[src/hdl/pbf_pkg.sv]
// package for the pixel blend and format unit
// types, register codes and small arithmetic helpers; no dependencies
package pbf_pkg;

    localparam int PIXEL_W = 32;
    localparam int CHAN_W  = 8;
    localparam int MODE_W  = 3;
    localparam int FMT_W   = 2;
    localparam int CFG_IDX_W  = 1;
    localparam int CFG_DATA_W = 3;

    localparam logic [CFG_IDX_W-1:0] REG_BLEND_MODE   = 1'b0;
    localparam logic [CFG_IDX_W-1:0] REG_PIXEL_FORMAT = 1'b1;

    localparam logic [MODE_W-1:0] MODE_OPAQUE       = 3'd0;
    localparam logic [MODE_W-1:0] MODE_BLEND        = 3'd1;
    localparam logic [MODE_W-1:0] MODE_PREMUL_BLEND = 3'd2;
    localparam logic [MODE_W-1:0] MODE_SWAP_RB      = 3'd3;
    localparam logic [MODE_W-1:0] MODE_PREMULTIPLY  = 3'd4;
    localparam logic [MODE_W-1:0] MODE_RESET        = MODE_OPAQUE;

    typedef enum logic [FMT_W-1:0] {
        FMT_GRAY8    = 2'd0,
        FMT_ARGB4444 = 2'd1,
        FMT_RGB888   = 2'd2,
        FMT_ARGB8888 = 2'd3
    } fmt_t;

    localparam logic [CHAN_W-1:0] CHAN_MAX = 8'hff;

    typedef struct packed {
        logic [CHAN_W-1:0] a;
        logic [CHAN_W-1:0] r;
        logic [CHAN_W-1:0] g;
        logic [CHAN_W-1:0] b;
    } argb_t;

    typedef struct packed {
        argb_t pix;
        logic  sat;
    } blend_out_t;

    // 8 x 8 product
    function automatic logic [15:0] mul8(input logic [CHAN_W-1:0] x,
                                         input logic [CHAN_W-1:0] y);
        return 16'(x) * 16'(y);
    endfunction

    // exact x / 255 for x up to 255 * 255
    function automatic logic [CHAN_W-1:0] div255(input logic [15:0] x);
        logic [16:0] sum;
        sum = 17'(x) + 17'(x[15:8]) + 17'd1;
        return sum[15:8];
    endfunction

    function automatic logic [PIXEL_W-1:0] pack(input argb_t c, input fmt_t fmt);
        logic [PIXEL_W-1:0] res;
        unique case (fmt)
            FMT_GRAY8:    res = {24'd0, c.b};
            FMT_ARGB4444: res = {16'd0, c.a[7:4], c.r[7:4], c.g[7:4], c.b[7:4]};
            FMT_RGB888:   res = {8'd0, c.r, c.g, c.b};
            FMT_ARGB8888: res = c;
            default:      res = c;
        endcase
        return res;
    endfunction

endpackage

[src/hdl/pbf_unpack.sv]
// widens one stored-format pixel to argb8888
// depends on pbf_pkg
module pbf_unpack
    import pbf_pkg::*;
(
    input  fmt_t               fmt,
    input  logic [PIXEL_W-1:0] pixel,
    output argb_t              argb
);

    // nibble times 17
    function automatic logic [CHAN_W-1:0] widen(input logic [3:0] n);
        return {n, n};
    endfunction

    always_comb begin
        unique case (fmt)
            FMT_GRAY8: begin
                argb = {CHAN_MAX, pixel[7:0], pixel[7:0], pixel[7:0]};
            end
            FMT_ARGB4444: begin
                argb = {widen(pixel[15:12]), widen(pixel[11:8]),
                        widen(pixel[7:4]), widen(pixel[3:0])};
            end
            FMT_RGB888: begin
                argb = {CHAN_MAX, pixel[23:0]};
            end
            default: begin
                argb = pixel;
            end
        endcase
    end

endmodule

[src/hdl/pbf_blend.sv]
// applies the blend mode to unpacked source and destination pixels
// depends on pbf_pkg
module pbf_blend
    import pbf_pkg::*;
(
    input  logic [MODE_W-1:0] mode,
    input  argb_t             src,
    input  argb_t             dst,
    output blend_out_t        res
);

    logic [CHAN_W-1:0] inv;
    logic [CHAN_W-1:0] out_a;
    logic [CHAN_W-1:0] bl_r, bl_g, bl_b;
    logic [CHAN_W-1:0] pm_r, pm_g, pm_b;
    logic              sat_r, sat_g, sat_b;
    logic [CHAN_W-1:0] pa_r, pa_g, pa_b;

    function automatic logic [CHAN_W-1:0] mix(input logic [CHAN_W-1:0] s,
                                              input logic [CHAN_W-1:0] sa,
                                              input logic [CHAN_W-1:0] d,
                                              input logic [CHAN_W-1:0] ia);
        logic [16:0] sum;
        sum = 17'(mul8(s, sa)) + 17'(mul8(d, ia));
        return div255(sum[15:0]);
    endfunction

    // premultiplied channel, bit 8 marks overflow
    function automatic logic [CHAN_W:0] pmix(input logic [CHAN_W-1:0] s,
                                             input logic [CHAN_W-1:0] d,
                                             input logic [CHAN_W-1:0] ia);
        return 9'(s) + 9'(div255(mul8(d, ia)));
    endfunction

    function automatic logic [CHAN_W-1:0] clamp(input logic [CHAN_W:0] v);
        return v[CHAN_W] ? CHAN_MAX : v[CHAN_W-1:0];
    endfunction

    logic [CHAN_W:0] pv_r, pv_g, pv_b;

    always_comb begin
        inv   = CHAN_MAX - src.a;
        out_a = mix(src.a, src.a, dst.a, inv);
        bl_r  = mix(src.r, src.a, dst.r, inv);
        bl_g  = mix(src.g, src.a, dst.g, inv);
        bl_b  = mix(src.b, src.a, dst.b, inv);
        pv_r  = pmix(src.r, dst.r, inv);
        pv_g  = pmix(src.g, dst.g, inv);
        pv_b  = pmix(src.b, dst.b, inv);
        pm_r  = clamp(pv_r);
        pm_g  = clamp(pv_g);
        pm_b  = clamp(pv_b);
        sat_r = pv_r[CHAN_W];
        sat_g = pv_g[CHAN_W];
        sat_b = pv_b[CHAN_W];
        pa_r  = div255(mul8(dst.r, dst.a));
        pa_g  = div255(mul8(dst.g, dst.a));
        pa_b  = div255(mul8(dst.b, dst.a));

        res.sat = 1'b0;
        unique case (mode)
            MODE_OPAQUE: begin
                res.pix = src;
            end
            MODE_BLEND: begin
                res.pix = {out_a, bl_r, bl_g, bl_b};
            end
            MODE_PREMUL_BLEND: begin
                res.pix = {out_a, pm_r, pm_g, pm_b};
                res.sat = sat_r | sat_g | sat_b;
            end
            MODE_SWAP_RB: begin
                res.pix = {dst.a, dst.b, dst.g, dst.r};
            end
            MODE_PREMULTIPLY: begin
                res.pix = {dst.a, pa_r, pa_g, pa_b};
            end
            default: begin
                res.pix = dst;
            end
        endcase
    end

endmodule

[src/hdl/pixel_blend_format_unit.sv]
// Pixel blend and format unit. One source/destination pixel pair is taken per
// clock while s_ready is high. The accepted pair is held in the input register and
// the packed result in the result register behind the m_ ports; unpack, blend and
// repack are done in the single pass between the two registers. Throughput
// is one pixel per clock for as long as m_ready stays high; a stalled result is held
// while one more pair waits in the input register. blend_mode (index 0) and
// pixel_format (index 1) are written through the cfg port, always ready, and reset
// to opaque and ARGB8888.
// top level; depends on pbf_pkg, pbf_unpack and pbf_blend
module pixel_blend_format_unit
    import pbf_pkg::*;
(
    input  logic                  aclk,
    input  logic                  aresetn,
    input  logic                  cfg_valid,
    output logic                  cfg_ready,
    input  logic [CFG_IDX_W-1:0]  cfg_index,
    input  logic [CFG_DATA_W-1:0] cfg_data,
    input  logic                  s_valid,
    output logic                  s_ready,
    input  logic [PIXEL_W-1:0]    s_src_pixel,
    input  logic [PIXEL_W-1:0]    s_dest_pixel,
    output logic                  m_valid,
    input  logic                  m_ready,
    output logic [PIXEL_W-1:0]    m_result_pixel,
    output logic                  m_saturated
);

    logic [MODE_W-1:0]  mode_reg, mode_next;
    fmt_t               fmt_reg, fmt_next;
    logic               in_valid_reg, in_valid_next;
    logic [PIXEL_W-1:0] src_reg, dest_reg;
    logic               out_valid_reg, out_valid_next;
    logic [PIXEL_W-1:0] result_reg;
    logic               sat_reg;
    logic               out_load;
    argb_t              src_argb, dst_argb;
    blend_out_t         blend_res;

    assign cfg_ready = 1'b1;

    always_comb begin
        mode_next = mode_reg;
        fmt_next  = fmt_reg;
        if (cfg_valid && cfg_ready) begin
            unique case (cfg_index)
                REG_BLEND_MODE:   mode_next = cfg_data;
                REG_PIXEL_FORMAT: fmt_next  = fmt_t'(cfg_data[FMT_W-1:0]);
                default:          mode_next = mode_reg;
            endcase
        end
    end

    assign out_load       = !out_valid_reg || m_ready;
    assign s_ready        = !in_valid_reg || out_load;
    assign in_valid_next  = s_ready ? s_valid : in_valid_reg;
    assign out_valid_next = out_load ? in_valid_reg : out_valid_reg;

    pbf_unpack u_unpack_src (
        .fmt   (fmt_reg),
        .pixel (src_reg),
        .argb  (src_argb)
    );

    pbf_unpack u_unpack_dst (
        .fmt   (fmt_reg),
        .pixel (dest_reg),
        .argb  (dst_argb)
    );

    pbf_blend u_blend (
        .mode (mode_reg),
        .src  (src_argb),
        .dst  (dst_argb),
        .res  (blend_res)
    );

    always_ff @(posedge aclk) begin
        if (!aresetn) begin
            mode_reg      <= MODE_RESET;
            fmt_reg       <= FMT_ARGB8888;
            in_valid_reg  <= 1'b0;
            out_valid_reg <= 1'b0;
        end else begin
            mode_reg      <= mode_next;
            fmt_reg       <= fmt_next;
            in_valid_reg  <= in_valid_next;
            out_valid_reg <= out_valid_next;
        end
    end

    // payload
    always_ff @(posedge aclk) begin
        if (s_valid && s_ready) begin
            src_reg  <= s_src_pixel;
            dest_reg <= s_dest_pixel;
        end
        if (in_valid_reg && out_load) begin
            result_reg <= pack(blend_res.pix, fmt_reg);
            sat_reg    <= blend_res.sat;
        end
    end

    assign m_valid        = out_valid_reg;
    assign m_result_pixel = result_reg;
    assign m_saturated    = sat_reg;

`ifndef SYNTHESIS
    a_sat_only_premul: assert property (@(posedge aclk) disable iff (!aresetn)
        m_valid && m_saturated |-> mode_reg == MODE_PREMUL_BLEND)
        else $error("saturation flag outside premultiplied blend");

    a_gray_high_zero: assert property (@(posedge aclk) disable iff (!aresetn)
        m_valid && fmt_reg == FMT_GRAY8 |-> m_result_pixel[PIXEL_W-1:CHAN_W] == '0)
        else $error("gray result has high bits set");

    a_ready_when_empty: assert property (@(posedge aclk) disable iff (!aresetn)
        !out_valid_reg |-> s_ready)
        else $error("input stalled with empty result register");

    a_hold_input: assert property (@(posedge aclk) disable iff (!aresetn)
        in_valid_reg && !s_ready |=> in_valid_reg && $stable(src_reg))
        else $error("pending transaction lost from input register");

    a_opaque_copy: assert property (@(posedge aclk) disable iff (!aresetn)
        in_valid_reg && out_load && mode_reg == MODE_OPAQUE && fmt_reg == FMT_ARGB8888
        |=> m_result_pixel == $past(src_reg))
        else $error("opaque copy mismatch");
`endif

endmodule

[config.mk]
export PLATFORM = sky130hd
export DESIGN_NAME = pixel_blend_format_unit
export DESIGN_NICKNAME = d
export VERILOG_FILES = /design/src/hdl/pbf_pkg.sv /design/src/hdl/pbf_unpack.sv /design/src/hdl/pbf_blend.sv /design/src/hdl/pixel_blend_format_unit.sv
export SDC_FILE = /design/constraint.sdc
export NUM_CORES = 2
export LEC_CHECK = 0
export BUFFER_PORTS_ARGS = -buffer_cell sky130_fd_sc_hd__buf_2
export CORE_MARGIN = 1
export CORE_UTILIZATION = 55
export CTS_CLUSTER_DIAMETER = 60
export DETAILED_ROUTE_END_ITERATION = 10
export PLACE_DENSITY = 0.83
export SETUP_SLACK_MARGIN = 0.3
export SLEW_MARGIN = 30
export SYNTH_ARGS = -nofsm -noshare
export SYNTH_HDL_FRONTEND = slang
export SYNTH_SLANG_ARGS = --single-unit
[constraint.sdc]
create_clock -name aclk -period 12.9 [get_ports aclk]
set_input_delay 2.58 -clock aclk [delete_from_list [all_inputs] [get_ports aclk]]
set_output_delay 2.58 -clock aclk [all_outputs]
set_load 0.05 [all_outputs]
Word level (Yosys, flattened, before mapping) --
Cells that the tools add are included.
Word-level totals: bits in registers 104, bits in latches 0, memory bits (writable) 0, memory bits (read-only) 0, output and inout bits 36, logic and storage cells 74, memories 0
Cells by class: add/sub/neg operators 28, $mul 11, div/mod/pow operators 0, $lt $le $gt $ge 0, eq/ne operators 7, shifts and indexed selects 0, multiplexer cells 7, bitwise gates (word level) 3, reductions and logical operators 10
Operator list (count):
- $pmux 32 s3 | 2
- $mul 8x8->16 | 11
- $add 16x1->16 const B | 10
- $add 16x8->16 | 10
- $pmux 32 s5 | 1
- $pmux 32 s4 | 1
- $add 16x16->16 | 4
- $add 8x8->9 | 3
- $mux 8 | 3
- $sub 8x8->8 const A | 1
- $eq 3x2->1 const B | 2
- $eq 2x2->1 const B | 2
- $reduce_and 2->1 | 2
- $eq 3x1->1 const B | 1
- $eq 3x3->1 const B | 1
- $logic_not 3->1 | 1
- $eq 2x1->1 const B | 1
- $logic_and 1x1->1 | 2
- $logic_not 1->1 | 2
- $logic_not 2->1 | 1
- $logic_or 1x1->1 | 2
- $or 1x1->1 | 2
- $not 1->1 | 1

Longest topological paths before layout --
depth in word-level cells 10, gate-level depth with buffers 45, depth with buffers taken out 41

Modules after synthesis --
From an unflattened synthesis, not the netlist that was laid out.
Unflattened totals: cell total of the unflattened synthesis 3928, area total of the unflattened synthesis 34032.6 sq um
Modules (own cells, without submodules):
- pbf_blend | times used 1, cells each 3610, area each 29492.0 sq um
- pixel_blend_format_unit | times used 1, cells each 168, area each 3519.6 sq um
- pbf_unpack | times used 2, cells each 75, area each 510.5 sq um

Worst setup path before layout --
No wires, ideal clock.
path type register to register, start point reg fmt_reg[1], end point reg result_reg[11] (netlist: m_result_pixel[11]) (data pin), data arrival time 10.497 ns, setup slack 2.140 ns, cell stages (with the launch flop) 44, period minus slack after synthesis 10.760 ns, cell sequence dfxtp_1 -> clkbuf_1 -> clkbuf_1 -> buf_2 -> buf_2 -> buf_2 -> a21oi_1 -> inv_1 -> clkbuf_1 -> clkbuf_1 -> nor2_1 -> fa_1 -> inv_1 -> fa_1 -> inv_1 -> fa_1 -> inv_1 -> fa_1 -> [... 8 more ...] -> fa_1 -> inv_1 -> ha_1 -> or4_1 -> o21ai_0 -> a211oi_1 -> o21a_1 -> or3_1 -> ha_1 -> a21o_1 -> a21oi_1 -> and2_1 -> o31a_1 -> a211oi_1 -> nand4_1 -> xnor2_1 -> a211oi_1 -> o21bai_1
Between the ends: longest elaborated chain between the ends 10, elaborated cells on any way between the ends 33
Ends and longest elaborated chain:
- from (decl) | line pixel_blend_format_unit.sv:30 | fmt_t fmt_reg, fmt_next;
- from (signal assigned) | line pixel_blend_format_unit.sv:86 | fmt_reg <= fmt_next;
- $eq 2x2->1, or another cell as far along | line pbf_pkg.sv:58, pbf_unpack.sv:17
- $pmux 32 s3 | line pbf_unpack.sv:17 | unique case (fmt)
- $sub 8x8->8 | line pbf_blend.sv:42 | inv = CHAN_MAX - src.a;
- $mul 8x8->16 | line pbf_pkg.sv:46 | return 16'(x) * 16'(y);
- $add 16x8->16 | line pbf_pkg.sv:52 | sum = 17'(x) + 17'(x[15:8]) + 17'd1;
- $add 16x1->16 | line pbf_pkg.sv:52
- $add 8x8->9 | line pbf_blend.sv:32 | return 9'(s) + 9'(div255(mul8(d, ia)));
- $mux 8 | line pbf_blend.sv:36 | return v[CHAN_W] ? CHAN_MAX : v[CHAN_W-1:0];
- $pmux 32 s5 | line pbf_blend.sv:61 | unique case (mode)
- $pmux 32 s4 (*) | line pbf_pkg.sv:58 | unique case (fmt)
- to (signal assigned) | line pixel_blend_format_unit.sv:99 | result_reg <= pack(blend_res.pix, fmt_reg);
- to (decl) | line pixel_blend_format_unit.sv:34 | logic [PIXEL_W-1:0] result_reg;
Mark *: on every way between the ends. The rest lies on a longest branch, timed or not. A chain may end at the register's enable or synchronous reset.

Worst setup path after layout --
start point reg fmt_reg[1], end point reg result_reg[6] (netlist: m_result_pixel[6]) (data pin)
The elaborated chain is that of the path after synthesis.

==> impl_metrics.json <==
{
  "synth_adder_area_share": 0.4485,
  "share_of_post_route_cells_with_drive_strength_above_1": 0.06233,
  "remaining_drc_errors": 0,
  "post_cts_buffers": 0,
  "wl_per_cell_um": 21.31,
  "nature_of_the_critical_path_endpoint": "flop",
  "drt-initial-drc-count": 2904,
  "htree_levels": 3,
  "synth_xor_area_frac": 0.05205,
  "pin_count_of_the_biggest_net_entering_global_routing": 78,
  "dieArea_um2": 61610,
  "area_growth_syn_to_layout_pct": 5.385,
  "final-hold-violation-count": 0,
  "detail-route-antenna-nets": 0,
  "fmaxAchievable_mhz": 84.73,
  "clock_insertion_delay_worst_skew_ns": 0.42,
  "r2r.worst_path.cells": 36,
  "io_pins": 109,
  "fp.coreArea_um2": 59460,
  "tritoncts": "yes",
  "mostFrequentLayoutCell": "sky130_fd_sc_hd__inv_1",
  "setup_viol": 0,
  "synthCells": 4006,
  "synth-compound-area-share": 0.1402,
  "worst_hold_start": "in_valid_reg$_SDFFE_PN0N_",
  "maxCapViolCount": 0,
  "synth-simple-area-share": 0.1532,
  "grt_first_pass_wirelength_um": 160300,
  "synth_top_cells_by_area": "sky130_fd_sc_hd__fa_1 (27%), sky130_fd_sc_hd__ha_1 (17%), sky130_fd_sc_hd__edfxtp_1 (8.7%)",
  "cp_max_fo": 77,
  "path_common_cell": "sky130_fd_sc_hd__fa_1",
  "grt_overflow": 0,
  "layout_common_cells": "sky130_fd_sc_hd__inv_1 (724), sky130_fd_sc_hd__ha_1 (463), sky130_fd_sc_hd__nor2_1 (459)",
  "die_y_um": 248.2,
  "final_net_count": 5031,
  "ys_seq_elements": 104,
  "drtPass1Iterations": 7,
  "actual_slew_at_the_worst_max_slew_pin_ns": 1.126,
  "critPathKind": "reg -> reg",
  "crit_path_max_incr_delay_ns": 0.85,
  "cts_inserted_buffers": 9,
  "critPathTopFamily": "compound AO/OA/AOI/OAI gates",
  "r2r_setup_slack_ns": 1.10,
  "tns_ns": 0,
  "cpMaxStageDelayCell": "sky130_fd_sc_hd__nor2b_2",
  "cts_max_path_buffers": 2,
  "fillerInstances": 5173,
  "overall_via_count_from_detail_route": 29412,
  "clkSinkCount": 104,
  "detailedPlacementHpwl_um": 82390,
  "grt_pass1_vias": 29153,
  "post-route-min-period_ns": 11.80,
  "hold_end": "m_valid$_SDFFE_PN0P_",
  "synth-edff-count": 97,
  "finalClockSkew_ns": 0.02531,
  "synth_area_um2": 33340,
  "reg2reg_to": "m_result_pixel[6]$_DFFE_PP_",
  "chipWidth_um": 248.2,
  "synth_largest_type_area_fraction": 0.2744,
  "run_status": "finished, final reports clean",
  "floorplan.initialDensity": 0.5607,
  "rsz0062_at_grt": "no",
  "critical_path_arrival_ns": 11.92,
  "r2r_start": "fmt_reg[1]$_SDFFE_PN1P_",
  "worst_slew_margin_rel": 0.2491,
  "gp_congestion": 1.017,
  "crit_required_ns": 13.01,
  "min_path_type": "reg -> reg",
  "cts.root.buffer_cell": "sky130_fd_sc_hd__clkbuf_16",
  "clkSlewWorstSetupHoldPaths_ns": 0.08,
  "antenna_found_initial": 1,
  "synthDominantAreaCellType": "sky130_fd_sc_hd__fa_1",
  "combinational_family_with_the_most_area_after_synthesis": "adder cells",
  "post_synth.cell_area_avg_um2": 8.323,
  "timing.critical_path.buf_inv": 5,
  "synthArstFlopShare": 0,
  "vias_per_cell": 6.103,
  "ys.flop_type": "sky130_fd_sc_hd__edfxtp_1",
  "slew_viol_final": 0,
  "postCtsHoldBufs": 0,
  "std_cell_rows": 89,
  "min_path_cells": 1,
  "muxShareOfSynthArea": 0.01411,
  "numPortBuffers": 107,
  "postcts_resize_cnt": 0,
  "yosys_warnings": 0,
  "ys_seq_area_frac": 0.09156,
  "track_usage": 0.3419,
  "timing.final.crit_share": 0.9149,
  "routed_wl_um": 102700,
  "sort_of_element_at_the_start_of_the_critical_path": "flop",
  "ys_types": 91
}
[area by class of cell]
cell class / instances / area (um2) / area share
diodes: 3 / 7.507 / 0.0002136
clock buffers: 9 / 225.2 / 0.006409
clock inverters: 7 / 93.84 / 0.002671
inverters: 732 / 2748 / 0.07819
multi-input cells: 3021 / 27030 / 0.7692
flip-flops and latches: 104 / 3059 / 0.08706
well taps: 773 / 967.2 / 0.02752
repair buffers: 170 / 1008 / 0.02870
[stage by stage]
step / util / hold slack (ns) / instance area [um2] / instances / setup slack (ns)
floorplan: - / 0.4768 / 33360 / 4010 / 2.140
global placement: 0.5854 / 0.5111 / 34810 / 4800 / 1.520
detailed placement: 0.5854 / 0.5255 / 34810 / 4800 / 1.402
CTS: 0.5908 / 0.5392 / 35130 / 4816 / 1.358
global route: 0.5908 / 0.5599 / 35130 / 4816 / 0.5779
finish: 0.5909 / 0.5319 / 35140 / 4819 / 1.098
[cell families (layout without fill, tap and decap cells)]
| kind of cell | count (synthesis) | in the layout |
|---|---|---|
| adders and majority gates | 921 | 921 |
| buffers and inverters | 885 | 918 |
| xor gates and xnor gates | 187 | 187 |
| and+or+nand+nor | 1161 | 1161 |
| DFF | 104 | 104 |
| AOI/OAI and AO/OA | 700 | 700 |
| muxes | 46 | 46 |
| other | 2 | 9 |
[layer usage]
| metal | up-vias | global-route usage | share of wire |
|---|---|---|---|
| met5 | - | 0 | 0 |
| li1 | 13136 | - | - |
| met3 | 396 | 0.1045 | 0.13 |
| met2 | 1809 | 0.5246 | 0.43 |
| met4 | 0 | 0.1731 | 0.060 |
| met1 | 14071 | 0.4358 | 0.38 |
[worst max path at each step]
stage / start / to / cells after the start
final: fmt_reg[1]$_SDFFE_PN1P_ / m_result_pixel[6]$_DFFE_PP_ / 36
after CTS: fmt_reg[0]$_SDFFE_PN1P_ / m_result_pixel[1]$_DFFE_PP_ / 35
after floorplan: fmt_reg[1]$_SDFFE_PN1P_ / m_result_pixel[11]$_DFFE_PP_ / 43
after global routing: fmt_reg[1]$_SDFFE_PN1P_ / m_result_pixel[1]$_DFFE_PP_ / 35
after detailed placement: fmt_reg[1]$_SDFFE_PN1P_ / m_result_pixel[1]$_DFFE_PP_ / 35
after global placement: fmt_reg[1]$_SDFFE_PN1P_ / m_result_pixel[1]$_DFFE_PP_ / 33
[Yosys cell counts, drive strengths merged, types with 9 or more instances]
| cell | n |
|---|---|
| a21oi | 188 |
| o31ai | 12 |
| mux2i | 38 |
| buf | 23 |
| clkbuf | 130 |
| o21ai | 130 |
| or3 | 9 |
| nor4 | 14 |
| nor3b | 9 |
| fa | 457 |
| xnor2 | 123 |
| ha | 463 |
| nor2b | 28 |
| nand2b | 21 |
| o21a | 52 |
| o21bai | 19 |
| and3 | 19 |
| and2 | 77 |
| nand4 | 11 |
| nand2 | 393 |
| a2111oi | 11 |
| edfxtp | 97 |
| a211o | 9 |
| a21o | 56 |
| a31oi | 31 |
| or2 | 18 |
| nand3 | 40 |
| nor3 | 36 |
| xor2 | 59 |
| a211oi | 37 |
| o22ai | 13 |
| a221oi | 14 |
| a311oi | 12 |
| nor2 | 460 |
| o211ai | 23 |
| inv | 725 |
[worst register-to-register path: cells and delay by family, from the launching register on]
family	cells	cell delay [ns]
AOI/OAI and AO/OA	16	4.26
and+or+nand+nor	5	1.41
muxes	1	0.86
DFF	1	0.51
buffers and inverters	5	0.66
adders and majority gates	8	3.33
xor gates and xnor gates	1	0.49
Power is not shown: default switching activity piles up to over one toggle a cycle in this logic, so the estimate is an artifact.
